--- config.mk ---
export PLATFORM = sky130hd
export DESIGN_NAME = lldt_edge_store
export DESIGN_NICKNAME = d
export VERILOG_FILES = /design/src/lldt_pkg.sv /design/src/lldt_edge_store.sv
export SDC_FILE = /design/constraint.sdc
export NUM_CORES = 2
export LEC_CHECK = 0
export ABC_CLOCK_PERIOD_IN_PS = 10800
export BUFFER_PORTS_ARGS = -buffer_cell sky130_fd_sc_hd__buf_2
export CAP_MARGIN = 25
export CORE_MARGIN = 2
export CORE_UTILIZATION = 42
export DETAILED_ROUTE_END_ITERATION = 7
export GPL_TIMING_DRIVEN = 0
export PLACE_DENSITY_LB_ADDON = 0.2
export SLEW_MARGIN = 20
export SYNTH_ARGS = -nofsm -noshare
export SYNTH_HDL_FRONTEND = slang
export SYNTH_SLANG_ARGS = --single-unit
--- constraint.sdc ---
create_clock -name clk -period 10.8 [get_ports clk]
set_input_delay 2.7 -clock clk [delete_from_list [all_inputs] [get_ports clk]]
set_output_delay 2.7 -clock clk [all_outputs]
set_load 0.01 [all_outputs]
--- src/lldt_pkg.sv ---
package lldt_pkg;

  localparam int unsigned LLDT_MAX_PORTS = 16;

  localparam logic [63:0] MAGIC_LO   = 64'h8cb5f3192996a86b;
  localparam logic [63:0] MAGIC_HI   = 64'h18c6659dc30d46f2;
  localparam logic [63:0] PEER_RESET = 64'h0000_0001_0000_0000;
  localparam logic [4:0]  COUNT_MAX  = 5'd31;

  typedef enum logic [1:0] {
    OP_SEND       = 2'd0,
    OP_CHECK      = 2'd1,
    OP_INVALIDATE = 2'd2,
    OP_QUERY      = 2'd3
  } op_t;

  typedef enum logic [2:0] {
    ST_OK        = 3'd0,
    ST_RANGE     = 3'd1,
    ST_COMPLETE  = 3'd2,
    ST_BAD_MAGIC = 3'd3,
    ST_BAD_TYPE  = 3'd4
  } status_t;

  typedef enum logic [7:0] {
    REG_OWN_NODE     = 8'd0,
    REG_ACTIVE_PORTS = 8'd1,
    REG_ANNOUNCE     = 8'd2,
    REG_ACKNOWLEDGE  = 8'd3
  } reg_idx_t;

  typedef struct packed {
    logic [1:0]  op;
    logic [7:0]  port;
    logic [63:0] local_stamp;
    logic [63:0] rx_word0;
    logic [63:0] rx_word1;
    logic [63:0] rx_word2;
    logic [63:0] rx_word3;
    logic [63:0] rx_word4;
    logic [63:0] rx_word5;
  } in_item_t;

  typedef struct packed {
    logic [63:0] tx_word0;
    logic [63:0] tx_word1;
    logic [63:0] tx_word2;
    logic [63:0] tx_word3;
    logic [63:0] tx_word4;
    logic [63:0] tx_word5;
    logic [2:0]  status;
    logic [4:0]  incoming_known;
    logic [4:0]  outgoing_acked;
  } out_item_t;

  typedef struct packed {
    logic [31:0] own_node;
    logic [4:0]  active_ports;
    logic [31:0] announce_code;
    logic [31:0] acknowledge_code;
  } cfg_t;

  // peer words are kept in frame encoding: node low, port plus one high
  typedef struct packed {
    logic        in_v;
    logic        out_v;
    logic [63:0] in_delay;
    logic [63:0] in_peer;
    logic [63:0] out_delay;
    logic [63:0] out_peer;
    logic [4:0]  in_cnt;
    logic [4:0]  out_cnt;
  } edge_rd_t;

  typedef struct packed {
    logic        in_set;
    logic        out_set;
    logic [63:0] in_delay;
    logic [63:0] out_delay;
    logic [63:0] peer;
    logic [4:0]  in_cnt;
    logic [4:0]  out_cnt;
  } edge_wr_t;

endpackage

--- src/lldt_edge_store.sv ---
module lldt_edge_store
  import lldt_pkg::*;
#(
  parameter int unsigned MAX_PORTS = LLDT_MAX_PORTS,
  parameter int unsigned IDX_W     = (MAX_PORTS > 1) ? $clog2(MAX_PORTS) : 1
) (
  input  logic             clk,
  input  logic             rst_n,
  input  logic [IDX_W-1:0] idx,
  input  edge_wr_t         wr,
  output edge_rd_t         rd
);

  logic [MAX_PORTS-1:0] in_valid_r;
  logic [MAX_PORTS-1:0] out_valid_r;
  logic [63:0]          in_delay_r  [MAX_PORTS];
  logic [63:0]          in_peer_r   [MAX_PORTS];
  logic [63:0]          out_delay_r [MAX_PORTS];
  logic [63:0]          out_peer_r  [MAX_PORTS];
  logic [4:0]           in_cnt_r;
  logic [4:0]           out_cnt_r;

  always_ff @(posedge clk) begin
    if (!rst_n) begin
      in_valid_r  <= '0;
      out_valid_r <= '0;
      in_cnt_r    <= '0;
      out_cnt_r   <= '0;
    end else begin
      if (wr.in_set) begin
        in_valid_r[idx] <= 1'b1;
      end
      if (wr.out_set) begin
        out_valid_r[idx] <= 1'b1;
      end
      in_cnt_r  <= wr.in_cnt;
      out_cnt_r <= wr.out_cnt;
    end
  end

  always_ff @(posedge clk) begin
    if (wr.in_set) begin
      in_delay_r[idx] <= wr.in_delay;
      in_peer_r[idx]  <= wr.peer;
    end
    if (wr.out_set) begin
      out_delay_r[idx] <= wr.out_delay;
      out_peer_r[idx]  <= wr.peer;
    end
  end

  // entries not yet valid read as their reset value
  always_comb begin
    rd.in_v      = in_valid_r[idx];
    rd.out_v     = out_valid_r[idx];
    rd.in_delay  = rd.in_v  ? in_delay_r[idx]  : '0;
    rd.in_peer   = rd.in_v  ? in_peer_r[idx]   : PEER_RESET;
    rd.out_delay = rd.out_v ? out_delay_r[idx] : '0;
    rd.out_peer  = rd.out_v ? out_peer_r[idx]  : PEER_RESET;
    rd.in_cnt    = in_cnt_r;
    rd.out_cnt   = out_cnt_r;
  end

endmodule

==> reports/metrics.yaml <==
fin_worst_skew_ps: 0
synth.avg_cell_area_um2: 24.13
cp.required_ps: 8100
timing.final.crit_period_ps: 9199
synthMuxAreaShare_pct: 15.01
track_usage_pct: 21.91
cts_hold_buf: 0
cp_max_fo: 10
yosys.area_share.xor_xnor_pct: 0
h-tree-depth: 5
start_util_pct: 42.27
ys.flop_type: "edfxtp_1"
wl_per_cell_um: 32.39
switching_share_pct: 20.99
p_comb_share_pct: 5.0
dp_hpwl_um: 272600
p_per_area_mw_per_mm2: 184.6
leakagePower_nw: 57.87
hold_viol_final: 0
worstSetupPathType: "input port to output port"
synth_fp_nets: 6628
cts.reportedPaths.clkPinSlew_ps: 60
fp.dieW_um: 611.2
numCtsBuffers: 416
synth_seq_cells: 4138
overflow: 0
synth_compound_area_share_pct: 3.481
gp_congestion: 0.7352
crit_top_cell: "buf_2"
die_h_um: 611.2
synth-edff-count: 4096
endpoint_kind: "output port"
cts_tree: "yes"
io_buffers: 476
ioPinCount: 478
via_count: 74550
clockRootBuffer: "clkbuf_16"
synth_cells: 6418
vdd.ir_drop.worst_mv: 0.1285
outcome: "finished, final reports clean"
setup_tns_ps: 0
cpPeakStageDelay_ps: 870
drive_gt1_share_pct: 33.02
switching_power_mw: 7.097
vias_per_cell: 5.833
setup_viol: 0
grt_max_degree: 33
cts.path.max_buffers: 4
synth_cell_types: 21
cts_sinks: 4138
synth-simple-area-share_pct: 0.1947
ctsResizeCount: 0
async_flop_share_pct: 0
fp.dieArea_mm2: 0.3736
synthAdderAreaFrac_pct: 0
seqPwrFrac_pct: 53.4
layout_commonest_cell: "edfxtp_1"
final_cell_mix: "4096 x edfxtp_1, 1032 x mux4_2, 592 x buf_2"
rsz0062_at_grt: "no"
internal_power_mw: 26.71
wirelength_um: 414000
synth_seq_area_share_pct: 79.97
grt_pass1_wl_um: 579800
first_global_vias: 76350
hold_path_class: "flip-flop to flip-flop"
postCtsSetupRepairBufs: 0
synth_warnings: 0
drv_slew: 0
post-route-util_pct: 49.98
clk-insertion-delay-late_ps: 930
max_cap_viol_count: 0
drc: 0
floorplan.rows: 222
drt_iter0_drc: 8351
dr.pass1.iters: 6
antenna_left: 0
fillerInstances: 28810
pwr-share-clk_pct: 41.6
antenna_found_initial: 107
cp-start-kind: "input port"
post-route-period-util_pct: 85.18
core-area_mm2: 0.3664
crit_arrival_ps: 6500
synth_top_family_by_area: "multiplexers"
crit_chain: "buf_2, nor2_1, clkbuf_2, clkbuf_1, a22oi_1, a21oi_1, buf_2"
num-nets-final: 7796
crit_slowest_cell: "nor2_1"
synth_area_mm2: 0.1549
fmax_ghz: 0.1087
syn2layout_area_growth_pct: 18.26
slew_headroom_pct: 25.43
worst_pin_slew_ps: 1114
## flip-flops by register name (all words and copies together) (netlist names)
register,cells
in_cnt_r,5
in_delay_r,1024
in_peer_r,1024
in_valid_r,16
out_cnt_r,5
out_delay_r,1024
out_peer_r,1024
out_valid_r,16
## layout make-up
type	count	area, µm²	area share, %
clock buffer	504	10900	5.952
inverter	2	7.507	0.004099
tap	4816	6026	3.290
buffer	381	2097	1.145
multi-input combinational	1897	29170	15.93
clock inverter	259	2331	1.273
timing repair buffer	750	8668	4.733
sequential	4138	123800	67.62
antenna	35	87.58	0.04783
## worst max-delay path, delay by kind of cell
family	cells	cell delay, ps
AOI/OAI and AO/OA	2	980
buffers and inverters	4	1920
and+or+nand+nor	1	870
## per-layer routing
metal | vias to the layer above | track usage, % | part of all wire [%]
met5 | - | 0 | 0.078
met1 | 40720 | 29.96 | 41
met4 | 54 | 5.592 | 2.4
li1 | 30420 | - | -
met3 | 599 | 4.030 | 6.9
met2 | 2767 | 36.42 | 50
## final timing paths
kind / cells past startpoint / end / slack [ps] / startpoint
hold / removal: 1 / out_valid_r[13] / 470 / out_valid_r[13]
setup reg to reg: 1 / in_valid_r[4] / 10180 / in_valid_r[4]
hold reg to reg: 1 / out_valid_r[13] / 470 / out_valid_r[13]
setup / recovery: 7 / rd[171] / 1600 / idx[2]
## stage by stage
step / std cells / hold slack, ps / total power [mW] / worst slack, ps / area (µm²)
2_1_floorplan: 6418 / 435.4 / 19.31 / 1216 / 154900
3_3_place_gp: 11710 / 441.1 / 20.07 / -7444 / 163300
3_5_place_dp: 11980 / 451.9 / 20.12 / 1638 / 169800
4_1_cts: 12750 / 466.3 / 34.09 / 1630 / 183000
5_1_grt: 12760 / 480.0 / 34.79 / 1680 / 183100
6_report: 12780 / 465.3 / 33.81 / 1601 / 183100
## Yosys cell counts (2+ instances only)
cell type / number / area (µm²)
edfxtp_1: 4096 / 123000
mux4_2: 1032 / 23240
a22oi_1: 512 / 3844
a21oi_1: 254 / 1271
clkbuf_1: 133 / 499.2
buf_2: 116 / 580.6
buf_4: 58 / 435.4
dfxtp_1: 42 / 840.8
buf_6: 38 / 427.9
buf_1: 36 / 135.1
nor2_1: 36 / 135.1
o21a_1: 32 / 240.2
and2_1: 11 / 68.82
nand3b_1: 6 / 45.04
a22o_1: 4 / 35.03
nand2_1: 3 / 11.26
inv_2: 2 / 7.510
nand2b_1: 2 / 12.51
nand3_1: 2 / 10.01
nor2b_1: 2 / 12.51
## power groups by stage
stage | Sequential [mW] | Clock, mW | Combinational, mW
2_1_floorplan | 18.4 | 0 | 0.900
5_1_grt | 18.1 | 14.9 | 1.81
6_report | 18.0 | 14.1 | 1.71
3_5_place_dp | 18.4 | 0 | 1.73
4_1_cts | 18.0 | 14.3 | 1.74
3_3_place_gp | 18.5 | 0 | 1.60
## cells by family (layout without fill, tap and decap cells)
logic type	count (synthesis)	in the layout
and+or+nand+nor	63	63
DFF	4138	4138
AOI/OAI and AO/OA	802	802
muxes	1032	1032
other	0	35
buffers and inverters	383	1896
Note: power is estimated with default switching activity, not from simulation.
