==> config.mk <==
export PLATFORM = sky130hd
export DESIGN_NAME = lldt_core
export DESIGN_NICKNAME = d
export VERILOG_FILES = /design/src/lldt_pkg.sv /design/src/lldt_core.sv
export SDC_FILE = /design/constraint.sdc
export NUM_CORES = 1
export LEC_CHECK = 0
export BUFFER_PORTS_ARGS = -buffer_cell sky130_fd_sc_hd__buf_4
export CORE_AREA = 3 3 560 562
export DETAILED_ROUTE_END_ITERATION = 10
export DIE_AREA = 0 0 563 565
export PLACE_DENSITY = 0.3
export SLEW_MARGIN = 10
export SYNTH_ARGS = -nofsm -noshare
export SYNTH_HDL_FRONTEND = slang
export SYNTH_SLANG_ARGS = --single-unit
==> constraint.sdc <==
create_clock -name vclk -period 6.7
set_clock_uncertainty 0.15 [all_clocks]
set_input_delay 1.675 -clock vclk [all_inputs]
set_output_delay 1.675 -clock vclk [all_outputs]
set_load 0.03 [all_outputs]
==> src/lldt_pkg.sv <==
package lldt_pkg;

  localparam int unsigned LLDT_MAX_PORTS = 16;

  localparam logic [63:0] MAGIC_LO   = 64'h8cb5f3192996a86b;
  localparam logic [63:0] MAGIC_HI   = 64'h18c6659dc30d46f2;
  localparam logic [63:0] PEER_RESET = 64'h0000_0001_0000_0000;
  localparam logic [4:0]  COUNT_MAX  = 5'd31;

  typedef enum logic [1:0] {
    OP_SEND       = 2'd0,
    OP_CHECK      = 2'd1,
    OP_INVALIDATE = 2'd2,
    OP_QUERY      = 2'd3
  } op_t;

  typedef enum logic [2:0] {
    ST_OK        = 3'd0,
    ST_RANGE     = 3'd1,
    ST_COMPLETE  = 3'd2,
    ST_BAD_MAGIC = 3'd3,
    ST_BAD_TYPE  = 3'd4
  } status_t;

  typedef enum logic [7:0] {
    REG_OWN_NODE     = 8'd0,
    REG_ACTIVE_PORTS = 8'd1,
    REG_ANNOUNCE     = 8'd2,
    REG_ACKNOWLEDGE  = 8'd3
  } reg_idx_t;

  typedef struct packed {
    logic [1:0]  op;
    logic [7:0]  port;
    logic [63:0] local_stamp;
    logic [63:0] rx_word0;
    logic [63:0] rx_word1;
    logic [63:0] rx_word2;
    logic [63:0] rx_word3;
    logic [63:0] rx_word4;
    logic [63:0] rx_word5;
  } in_item_t;

  typedef struct packed {
    logic [63:0] tx_word0;
    logic [63:0] tx_word1;
    logic [63:0] tx_word2;
    logic [63:0] tx_word3;
    logic [63:0] tx_word4;
    logic [63:0] tx_word5;
    logic [2:0]  status;
    logic [4:0]  incoming_known;
    logic [4:0]  outgoing_acked;
  } out_item_t;

  typedef struct packed {
    logic [31:0] own_node;
    logic [4:0]  active_ports;
    logic [31:0] announce_code;
    logic [31:0] acknowledge_code;
  } cfg_t;

  // peer words are kept in frame encoding: node low, port plus one high
  typedef struct packed {
    logic        in_v;
    logic        out_v;
    logic [63:0] in_delay;
    logic [63:0] in_peer;
    logic [63:0] out_delay;
    logic [63:0] out_peer;
    logic [4:0]  in_cnt;
    logic [4:0]  out_cnt;
  } edge_rd_t;

  typedef struct packed {
    logic        in_set;
    logic        out_set;
    logic [63:0] in_delay;
    logic [63:0] out_delay;
    logic [63:0] peer;
    logic [4:0]  in_cnt;
    logic [4:0]  out_cnt;
  } edge_wr_t;

endpackage

==> src/lldt_core.sv <==
module lldt_core
  import lldt_pkg::*;
#(
  parameter int unsigned MAX_PORTS = LLDT_MAX_PORTS
) (
  input  logic      vld,
  input  in_item_t  item,
  input  cfg_t      cfg,
  input  edge_rd_t  rd,
  output out_item_t res,
  output edge_wr_t  wr
);

  localparam logic [7:0] PORT_LIM = 8'(MAX_PORTS);

  logic        in_range;
  logic        magic_ok;
  logic        is_ann;
  logic        is_ack;
  logic [31:0] port_enc;

  always_comb begin
    in_range = (item.port < {3'b000, cfg.active_ports}) && (item.port < PORT_LIM);
    magic_ok = (item.rx_word0 == MAGIC_LO) && (item.rx_word1 == MAGIC_HI);
    is_ann   = item.rx_word2 == {32'h0, cfg.announce_code};
    is_ack   = item.rx_word2 == {32'h0, cfg.acknowledge_code};
    port_enc = {24'h0, item.port} + 32'd1;

    res = '0;
    res.status = ST_OK;

    wr           = '0;
    wr.in_delay  = item.local_stamp - item.rx_word3;
    wr.out_delay = item.rx_word3 - item.rx_word4;
    wr.peer      = item.rx_word5;

    if (!in_range) begin
      res.status = ST_RANGE;
    end else begin
      unique case (op_t'(item.op))
        OP_SEND: begin
          res.tx_word0 = MAGIC_LO;
          res.tx_word1 = MAGIC_HI;
          res.tx_word2 = {32'h0, rd.in_v ? cfg.acknowledge_code : cfg.announce_code};
          res.tx_word3 = item.local_stamp;
          res.tx_word4 = rd.in_v ? item.local_stamp - rd.in_delay : '0;
          res.tx_word5 = {port_enc, cfg.own_node};
        end
        OP_CHECK: begin
          priority if (rd.in_v && rd.out_v) begin
            res.status = ST_COMPLETE;
          end else if (!magic_ok) begin
            res.status = ST_BAD_MAGIC;
          end else if (is_ann) begin
            wr.in_set = vld && !rd.in_v;
          end else if (is_ack) begin
            wr.out_set = vld && !rd.out_v;
          end else begin
            res.status = ST_BAD_TYPE;
          end
        end
        OP_INVALIDATE: begin
          res.status = ST_OK;
        end
        OP_QUERY: begin
          res.tx_word0 = rd.in_delay;
          res.tx_word1 = rd.in_peer;
          res.tx_word2 = rd.out_delay;
          res.tx_word3 = rd.out_peer;
          res.tx_word4 = {62'h0, rd.out_v, rd.in_v};
        end
        default: begin
          res.status = ST_OK;
        end
      endcase
    end

    wr.in_cnt  = (wr.in_set && rd.in_cnt != COUNT_MAX) ? rd.in_cnt + 5'd1 : rd.in_cnt;
    wr.out_cnt = (wr.out_set && rd.out_cnt != COUNT_MAX) ? rd.out_cnt + 5'd1 : rd.out_cnt;
    res.incoming_known = wr.in_cnt;
    res.outgoing_acked = wr.out_cnt;
  end

endmodule

==> results of run 1 <==
==> cell usage after synthesis (24+ instances only) <==
| library cell | instances |
|---|---|
| nand2_1 | 327 |
| inv_1 | 232 |
| a21oi_1 | 202 |
| ha_1 | 202 |
| nor2_1 | 168 |
| o21ai_0 | 156 |
| and3_1 | 155 |
| xnor2_1 | 141 |
| clkbuf_1 | 133 |
| a21o_1 | 117 |
| xor2_1 | 108 |
| buf_4 | 101 |
| nand4_1 | 64 |
| a22o_1 | 62 |
| nand3_1 | 54 |
| nor3_1 | 40 |
| a31oi_1 | 34 |
| mux2i_1 | 32 |
| nand2b_1 | 30 |
| o21bai_1 | 27 |
| nor4_1 | 25 |
| o21a_1 | 24 |
==> kinds of logic (layout without fill, tap and decap cells) <==
family / after synthesis / after routing / share of synthesized area
AND/OR/NAND/NOR: 975 / 976 / 0.285
AO/OA/AOI/OAI: 759 / 759 / 0.290
buffers and inverters: 477 / 2038 / 0.127
XOR/XNOR: 249 / 249 / 0.127
adder cells (fa/ha/maj): 205 / 205 / 0.150
multiplexers: 36 / 36 / 0.0212
other: 1 / 65 / 0.000218
==> cells in the final DEF, fill, tap and decap left out, types with 10 or more instances in the layout <==
master and count:
ha_1 190, o211ai_1 11, a21oi_2 23, o21ai_0 135
buf_6 70, nor4_1 23, o21ai_1 10, a21oi_4 13
conb_1 27, a31oi_1 27, buf_12 22, o21ai_2 11
a21o_1 117, nand3_1 53, nor2b_1 16, nand2b_1 27
xor2_1 97, a21oi_1 166, nor4bb_1 16, nand2_1 323
nor3_1 30, mux2i_1 32, a22o_1 62, xnor2_2 19
o21bai_1 25, nand4_1 64, buf_4 1711, and3_1 153
inv_1 228, and2_1 18, xnor2_1 121, nor2_1 155
o21a_1 23, diode_2 38
==> power breakdown <==
part | switching [mW] | total (mW) | leakage (nW) | internal (mW)
registers | 0 | 0 | 0 | 0
clock network | 0 | 0.000000719 | 0.000241 | 0.000000719
logic | 2.13 | 3.61 | 18.1 | 1.48
==> worst max-delay path: stages <==
cell	delay (ns)
buf_12	0.09
clkinvlp_4	0.15
buf_12	0.17
buf_12	0.13
ha_4	0.17
fa_2	0.37
nand2b_4	0.17
a21oi_4	0.16
o211a_4	0.22
o41ai_4	0.14
o211a_4	0.34
a211o_1	0.33
nand2_4	0.13
nand2_4	0.08
o41a_1	0.36
a311oi_2	0.22
buf_4	0.21
==> routing by layer <==
metal	routed length, um	global-route usage	up-vias
li1	-	-	12700
met3	24800	0.0592	297
met5	237	0	-
met4	7910	0.0389	40
met2	130000	0.279	1285
met1	113000	0.196	13600
==> what timing repair did <==
| action | in CTS | in global routing |
|---|---|---|
| gates resized for setup | 244 | 141 |
| cloned | 1 | 0 |
| hold buffers | 0 | 0 |
| setup buffers | 36 | 34 |
| pin swaps | 124 | 122 |
| setup endpoints to repair | 131 | 92 |
==> final timing paths <==
check / from / to / slack (ns) / cells past startpoint
min: item[13] / wr[23] / 3.20 / 0
max: item[384] / wr[200] / -0.28 / 17
==> per-stage QoR <==
stage | cells | power (mW) | cell area [um^2] | util | worst slack, ns
final | 8448 | 3.61 | 37000 | 0.120 | -0.278
after global routing | 8433 | 3.84 | 36900 | 0.120 | -0.388
after CTS | 8393 | 3.57 | 36100 | 0.117 | -0.322
after detailed placement | 8367 | 3.39 | 34700 | 0.112 | -1.18
after global placement | 8367 | 3.40 | 34700 | 0.112 | -1.20
after floorplan | 2728 | 1.54 | 17300 | - | 0.0534
==> area by class of cell <==
cell class,instances,share of cell area
multi-input combinational,2252,0.453
tap,4120,0.139
inverter,232,0.0238
antenna,38,0.00257
timing repair buffer,1806,0.382
==> metrics.txt, run 1 <==
IO Pins 1429; synthesized area 17200 um^2; RSZ-0062 raised after global routing yes; area delta synth->final 115%; post-synthesis sequential area ratio 0; detailed placement HPWL 258000 um; DRC Markers 0; register area 0 um^2; first-pass GRT wire length 338000 um; Synth area leaders ha_1 15%, xnor2_1 7.2%, nand2_1 7.1%; Worst Path Class, Setup input pin to output port; largest net degree at the start of global routing 100; Setup crit end kind output port; initial antenna violation count 143; die area 318000 um^2; Core Area 309000 um^2; Final setup violation count 31; fin worst setup slack -0.278 ns; IO buf count 1274; fill count 36300; synth unique cells 86; vias per std cell 3.31; Synth area leader ha_1; Hold WC Path Type input pin to output port; CP arrival 5.15 ns; Total Routing Usage GR 0.164; highest clock rate 0.143 GHz; pins over their slew limit 0; Multi-input gate area 16700 um^2; final hold vios 0; drt pass-1 iters 5; GP Congestion 0.906; Yosys top cell area share 0.147; clock buffer count 0; Final period util 1.04; WP data required 4.88 ns; MaxCap Viol Count 0; Peak VDD IR 0.0337 mV; Cells after Synth 2702; Critical Path Start Type input pin; Detail Route Antenna Nets 0; layout cells sized above 1 0.475; worst relative slew slack 0.137; failing checks negative setup slack; DIE WIDTH 563 um; Syn. warnings 0; DR WL/cell 32.7 um; Initial Utilization 0.0558; Period minus WS final 6.98 ns; actual slew at the worst max-slew pin 1.29 ns; Worst Hold Slack 3.20 ns; global route total overflow 0; Layout Nets 5325; Core Rows 204; number of flip-flops and latches 0; total negative slack -3.02 ns; Max FO, Critical Path 5; Die Ht 565 um; final wirelength 276000 um; Vias 27900; outcome finished with violations; Power Density 97.6 nW/um^2; vias in the first global route 29100; 1st-iter DRT viols 1795; Pleak 18.1 nW; Syn Area/Cell 6.38 um^2
No activity file was read; power rests on OpenSTA's default activity.
==> inputs of run 2 (changes only) <==
==> constraint.sdc (replaced) <==
create_clock -name vclk -period 8
set_clock_uncertainty 0.15 [all_clocks]
set_input_delay 2 -clock vclk [all_inputs]
set_output_delay 2 -clock vclk [all_outputs]
set_load 0.03 [all_outputs]
==> metrics.txt, run 2 (same netlist as run 1, synthesis figures left out) <==
worst relative slew slack 0.238 (was 0.137); Core Area 309000 um^2 (unchanged); Vias 26600 (was 27900); CP arrival 5.63 ns (was 5.15 ns); global route total overflow 0 (unchanged); Clk pwr share 0 (about the same); number of flip-flops and latches 0 (unchanged); die area 318000 um^2 (unchanged); DRC Markers 0 (unchanged); Pleak 15.8 nW (was 18.1 nW); Worst Path Class, Setup input pin to output port (unchanged); CP Cell Sequence buf_4 -> clkinvlp_4 -> buf_12 -> ha_4 -> fa_2 -> nand2b_1 -> a21oi_2 -> buf_4 -> o211a_1 -> o41ai_2 -> buf_4 -> o211a_4 -> a211o_1 -> nand2_4 -> nand2_1 -> o41a_1 -> a311oi_2 -> buf_4 (was buf_12 -> clkinvlp_4 -> buf_12 -> buf_12 -> ha_4 -> fa_2 -> nand2b_4 -> a21oi_4 -> o211a_4 -> o41ai_4 -> o211a_4 -> a211o_1 -> nand2_4 -> nand2_4 -> o41a_1 -> a311oi_2 -> buf_4); initial antenna violation count 135 (was 143); GP Congestion 0.899 (was 0.906); 1st-iter DRT viols 1753 (was 1795); Layout Nets 4959 (was 5325); Peak VDD IR 0.0273 mV (was 0.0337 mV); IO Pins 1429 (unchanged); P_sw 1.66 mW (was 2.13 mW); combinational power share 1.000 (about the same); internal power 0.967 mW (was 1.48 mW); Slowest cell on crit path o41a_1 (was fa_2); vias per std cell 3.29 (was 3.31); actual slew at the worst max-slew pin 1.14 ns (was 1.29 ns); drt pass-1 iters 5 (unchanged); most used cell, CP buf_4 (was buf_12); clock buffer count 0 (unchanged); layout cells sized above 1 0.381 (was 0.475); DR WL/cell 33.5 um (was 32.7 um); Final setup violation count 0 (was 31); Power Density 81.2 nW/um^2 (was 97.6 nW/um^2); Flop pwr share 0 (about the same); RSZ-0062 raised after global routing no (was yes); Critical Path Start Type input pin (unchanged); Setup crit end kind output port (unchanged); IO buf count 1274 (unchanged); MaxCap Viol Count 0 (unchanged); Hold WC Path Type input pin to output port (unchanged); sw frac 0.633 (was 0.590); hold bufs inserted after CTS 0 (unchanged); Final period util 0.973; Max FO, Critical Path 5 (unchanged); register area 0 um^2 (unchanged); most common cell after layout, fill and taps aside buf_4 (unchanged); Total Routing Usage GR 0.161 (was 0.164); largest net degree at the start of global routing 81 (was 100); WP data required 5.85 ns (was 4.88 ns); area delta synth->final 88.2% (was 115%); most frequent cells in the layout 1427 x buf_4, 326 x nand2_1, 231 x inv_1, 200 x a21oi_1, 199 x ha_1 (was 1711 x buf_4, 323 x nand2_1, 228 x inv_1, 190 x ha_1, 166 x a21oi_1); first-pass GRT wire length 329000 um (was 338000 um); Detail Route Antenna Nets 0 (unchanged); Worst Hold Slack 3.85 ns (was 3.20 ns); Final Util 0.105 (was 0.120); vias in the first global route 27400 (was 29100); highest clock rate 0.129 GHz; Period minus WS final 7.78 ns; Die Ht 565 um (unchanged); Initial Utilization 0.0558 (unchanged); outcome finished, final reports clean (was finished with violations); detailed placement HPWL 254000 um (was 258000 um); pins over their slew limit 0 (unchanged); DIE WIDTH 563 um (unchanged); final hold vios 0 (unchanged); final wirelength 271000 um (was 276000 um); Core Rows 204 (unchanged); delay of the slowest critical-path stage 0.44 ns (was 0.37 ns)
[run 2: cell types whose count changed in the layout (fill, tap and decap cells not counted), moves of 10 or more]
cell,change
xnor2_2,-17
xnor2_1,+18
o21ai_0,+20
a21oi_2,-21
buf_6,-68
buf_4,-284
a21oi_1,+34
a21oi_4,-13
xor2_1,+11
buf_12,-10
nor2_1,+11
[run 2: path summary, 6_finish.rpt]
kind      start      end  depth (start not counted)  slack (ns)
min    item[13]   wr[23]                          0        3.85
max   item[384]  wr[200]                         18        0.22
[run 2: layout make-up]
type,instances,area (um^2)
diodes,40,100
fillers,36600,276000
inverters,232,875
multi-input cells,2251,15300
well taps,4120,5150
repair buffers,1441,11000
[run 2: repair_timing]
item | 4_1_cts | 5_1_grt
setup endpoints to repair | 15 | 19
pin swaps | 6 | 4
cloned | 0 | 0
setup buffers | 6 | 1
resized for setup | 16 | 10
[run 2: metal layers]
metal	global-route usage	share of wire
met1	0.191	0.41
met2	0.274	0.47
met3	0.0604	0.092
met4	0.0345	0.031
met5	0	0.0012
[run 2: power by group through the flow]
stage | registers (mW) | clock network [mW] | logic [mW]
5_1_grt | 0 | 0.000000289 | 2.81
2_1_floorplan | 0 | 0 | 1.29
4_1_cts | 0 | 0 | 2.67
3_5_place_dp | 0 | 0 | 2.65
6_report | 0 | 0.000000544 | 2.63
3_3_place_gp | 0 | 0 | 2.65
[run 2: critical path: cells and delay by family]
family          cells  cell delay [ns]
compound gates      7             1.67
fa+ha+maj           2             0.59
buf+inv             6             0.89
simple gates        3             0.43
[run 2: stage by stage]
stage                     setup WS, ns  instances  setup TNS, ns  cell area, um^2  power (mW)
after floorplan                  0.703       2728              0            17300        1.29
after global placement          -0.514       8038          -3.28            32100        2.65
final                            0.219       8084              0            32400        2.63
after global routing            0.0410       8061              0            32400        2.81
after detailed placement        -0.495       8038          -2.96            32100        2.65
after CTS                      -0.0949       8044         -0.175            32300        2.67
==> inputs of run 3 (changes only) <==
--- a/config.mk
+++ b/config.mk
@@ -5,7 +5,7 @@
 export SDC_FILE = /design/constraint.sdc
 export NUM_CORES = 1
 export LEC_CHECK = 0
-export BUFFER_PORTS_ARGS = -buffer_cell sky130_fd_sc_hd__buf_4
+export BUFFER_PORTS_ARGS = -buffer_cell sky130_fd_sc_hd__clkbuf_2
 export CORE_AREA = 3 3 560 562
 export DETAILED_ROUTE_END_ITERATION = 10
 export DIE_AREA = 0 0 563 565
==> metrics.txt, run 3 (same netlist as run 1, synthesis figures left out) <==
# placed instances 8056 (was 8038); die area 318000 um^2 (unchanged); clock buffer count 0 (unchanged); initial antenna violation count 138 (was 135); RSZ-0062 raised after global routing yes (was no); MaxCap Viol Count 0 (unchanged); GP Congestion 0.930 (was 0.899); largest net degree at the start of global routing 67 (was 81); Post-CTS Setup Inserts 0 (was 6); Core Area 309000 um^2 (unchanged); P_sw 1.66 mW (about the same); Period minus WS final 7.83 ns (was 7.78 ns); final instance area 31200 um^2 (was 32400 um^2); Peak VDD IR 0.0424 mV (was 0.0273 mV); Core Rows 204 (unchanged); layout cells sized above 1 0.379 (was 0.381); DIE WIDTH 563 um (unchanged); most common cell after layout, fill and taps aside clkbuf_2 (was buf_4); Vias 26800 (was 26600); WP data required 5.85 ns (about the same); Final period util 0.978 (was 0.973); delay of the slowest critical-path stage 0.37 ns (was 0.44 ns); worst relative slew slack 0.276 (was 0.238); non-filler cells in the finished layout 8081 (was 8084); Hold WC Path Type input pin to output port (unchanged); first-pass GRT wire length 326000 um (was 329000 um); internal power 0.854 mW (was 0.967 mW); IO Pins 1429 (unchanged); vias in the first global route 27300 (was 27400); outcome finished, final reports clean (unchanged); final wirelength 269000 um (was 271000 um); placed inst area 31100 um^2 (was 32100 um^2); drt pass-1 iters 6 (was 5); actual slew at the worst max-slew pin 1.08 ns (was 1.14 ns); sw frac 0.660 (was 0.633); IO buf count 1274 (unchanged); Power Density 80.5 nW/um^2 (was 81.2 nW/um^2); hold bufs inserted after CTS 0 (unchanged); Layout Nets 4971 (was 4959); Worst Path Buf+Inv 5 (was 6); global route total overflow 0 (unchanged); Final setup violation count 0 (unchanged); number of flip-flops and latches 0 (unchanged); DRC Markers 0 (unchanged); CP Cell Sequence clkbuf_2 -> inv_1 -> ha_1 -> fa_1 -> nor2b_1 -> o31a_1 -> buf_4 -> a21oi_1 -> o21ai_0 -> buf_4 -> a21oi_1 -> o32a_1 -> nor3_1 -> nor2_1 -> o21ai_0 -> xor2_1 -> clkbuf_2 (was buf_4 -> clkinvlp_4 -> buf_12 -> ha_4 -> fa_2 -> nand2b_1 -> a21oi_2 -> buf_4 -> o211a_1 -> o41ai_2 -> buf_4 -> o211a_4 -> a211o_1 -> nand2_4 -> nand2_1 -> o41a_1 -> a311oi_2 -> buf_4); combinational power share 1.000 (about the same); highest clock rate 0.128 GHz (was 0.129 GHz); Flop pwr share 0 (about the same); DR WL/cell 33.2 um (was 33.5 um); Pleak 15.4 nW (was 15.8 nW); Setup crit end kind output port (unchanged); Clk pwr share 0 (about the same); Initial Utilization 0.0558 (unchanged); area delta synth->final 81.3% (was 88.2%); detailed placement HPWL 254000 um (about the same); most frequent cells in the layout 1139 x clkbuf_2, 326 x nand2_1, 231 x inv_1, 202 x a21oi_1, 199 x ha_1 (was 1427 x buf_4, 326 x nand2_1, 231 x inv_1, 200 x a21oi_1, 199 x ha_1); CP arrival 5.68 ns (was 5.63 ns); 1st-iter DRT viols 1866 (was 1753); family with the most delay on the worst path compound AO/OA/AOI/OAI gates (unchanged); Worst Path Class, Setup input pin to output port (unchanged); fill count 36600 (about the same); vias per std cell 3.31 (was 3.29); Critical Path Start Type input pin (unchanged); Total Routing Usage GR 0.160 (was 0.161); pins over their slew limit 0 (unchanged); Final Util 0.101 (was 0.105); Die Ht 565 um (unchanged); Slowest cell on crit path o32a_1 (was o41a_1); Tot Pwr 2.51 mW (was 2.63 mW); Max FO, Critical Path 4 (was 5); Worst Hold Slack 3.85 ns (unchanged); final hold vios 0 (unchanged); Detail Route Antenna Nets 0 (unchanged); register area 0 um^2 (unchanged)
[run 3: final timing paths]
| kind | start | to | slack, ns | cells past startpoint |
|---|---|---|---|---|
| setup / recovery | item[128] | wr[130] | 0.17 | 17 |
| hold / removal | item[13] | wr[23] | 3.85 | 0 |
[run 3: metrics by stage]
stage	setup TNS (ns)	setup slack (ns)
after floorplan	0	0.703
after global placement	-2.84	-0.450
after detailed placement	-1.79	-0.252
after CTS	0	0.0110
after global routing	-0.00283	-0.00283
final	0	0.174
[run 3: power by group through the flow]
stage | registers, mW | logic, mW | clock network [mW]
CTS | 0 | 2.56 | 0
finish | 0 | 2.51 | 0.000000325
detailed placement | 0 | 2.55 | 0
global route | 0 | 2.69 | 0.000000288
floorplan | 0 | 1.29 | 0
global placement | 0 | 2.56 | 0
[run 3: final cells by class]
type | count | area [um^2] | area share
Inverter | 232 | 871 | 0.0279
Antenna cell | 25 | 62.6 | 0.00200
Multi-Input combinational cell | 2251 | 15200 | 0.488
Tap cell | 4120 | 5150 | 0.165
Timing Repair Buffer | 1453 | 9910 | 0.317
[run 3: per-layer routing]
layer  up-vias  share of wire  global-route usage  wire length, um
met2      1399           0.47               0.269           125000
met5         -        0.00093                   0              250
li1      12000              -                   -                -
met3       298          0.090              0.0544            24000
met4        36          0.026              0.0332             7010
met1     13100           0.42               0.196           112000
[run 3: repair_timing]
| item | 4_1_cts | 5_1_grt |
|---|---|---|
| endpoints found under the setup margin | 15 | 13 |
| pin swaps | 0 | 4 |
| gates resized for setup | 6 | 6 |
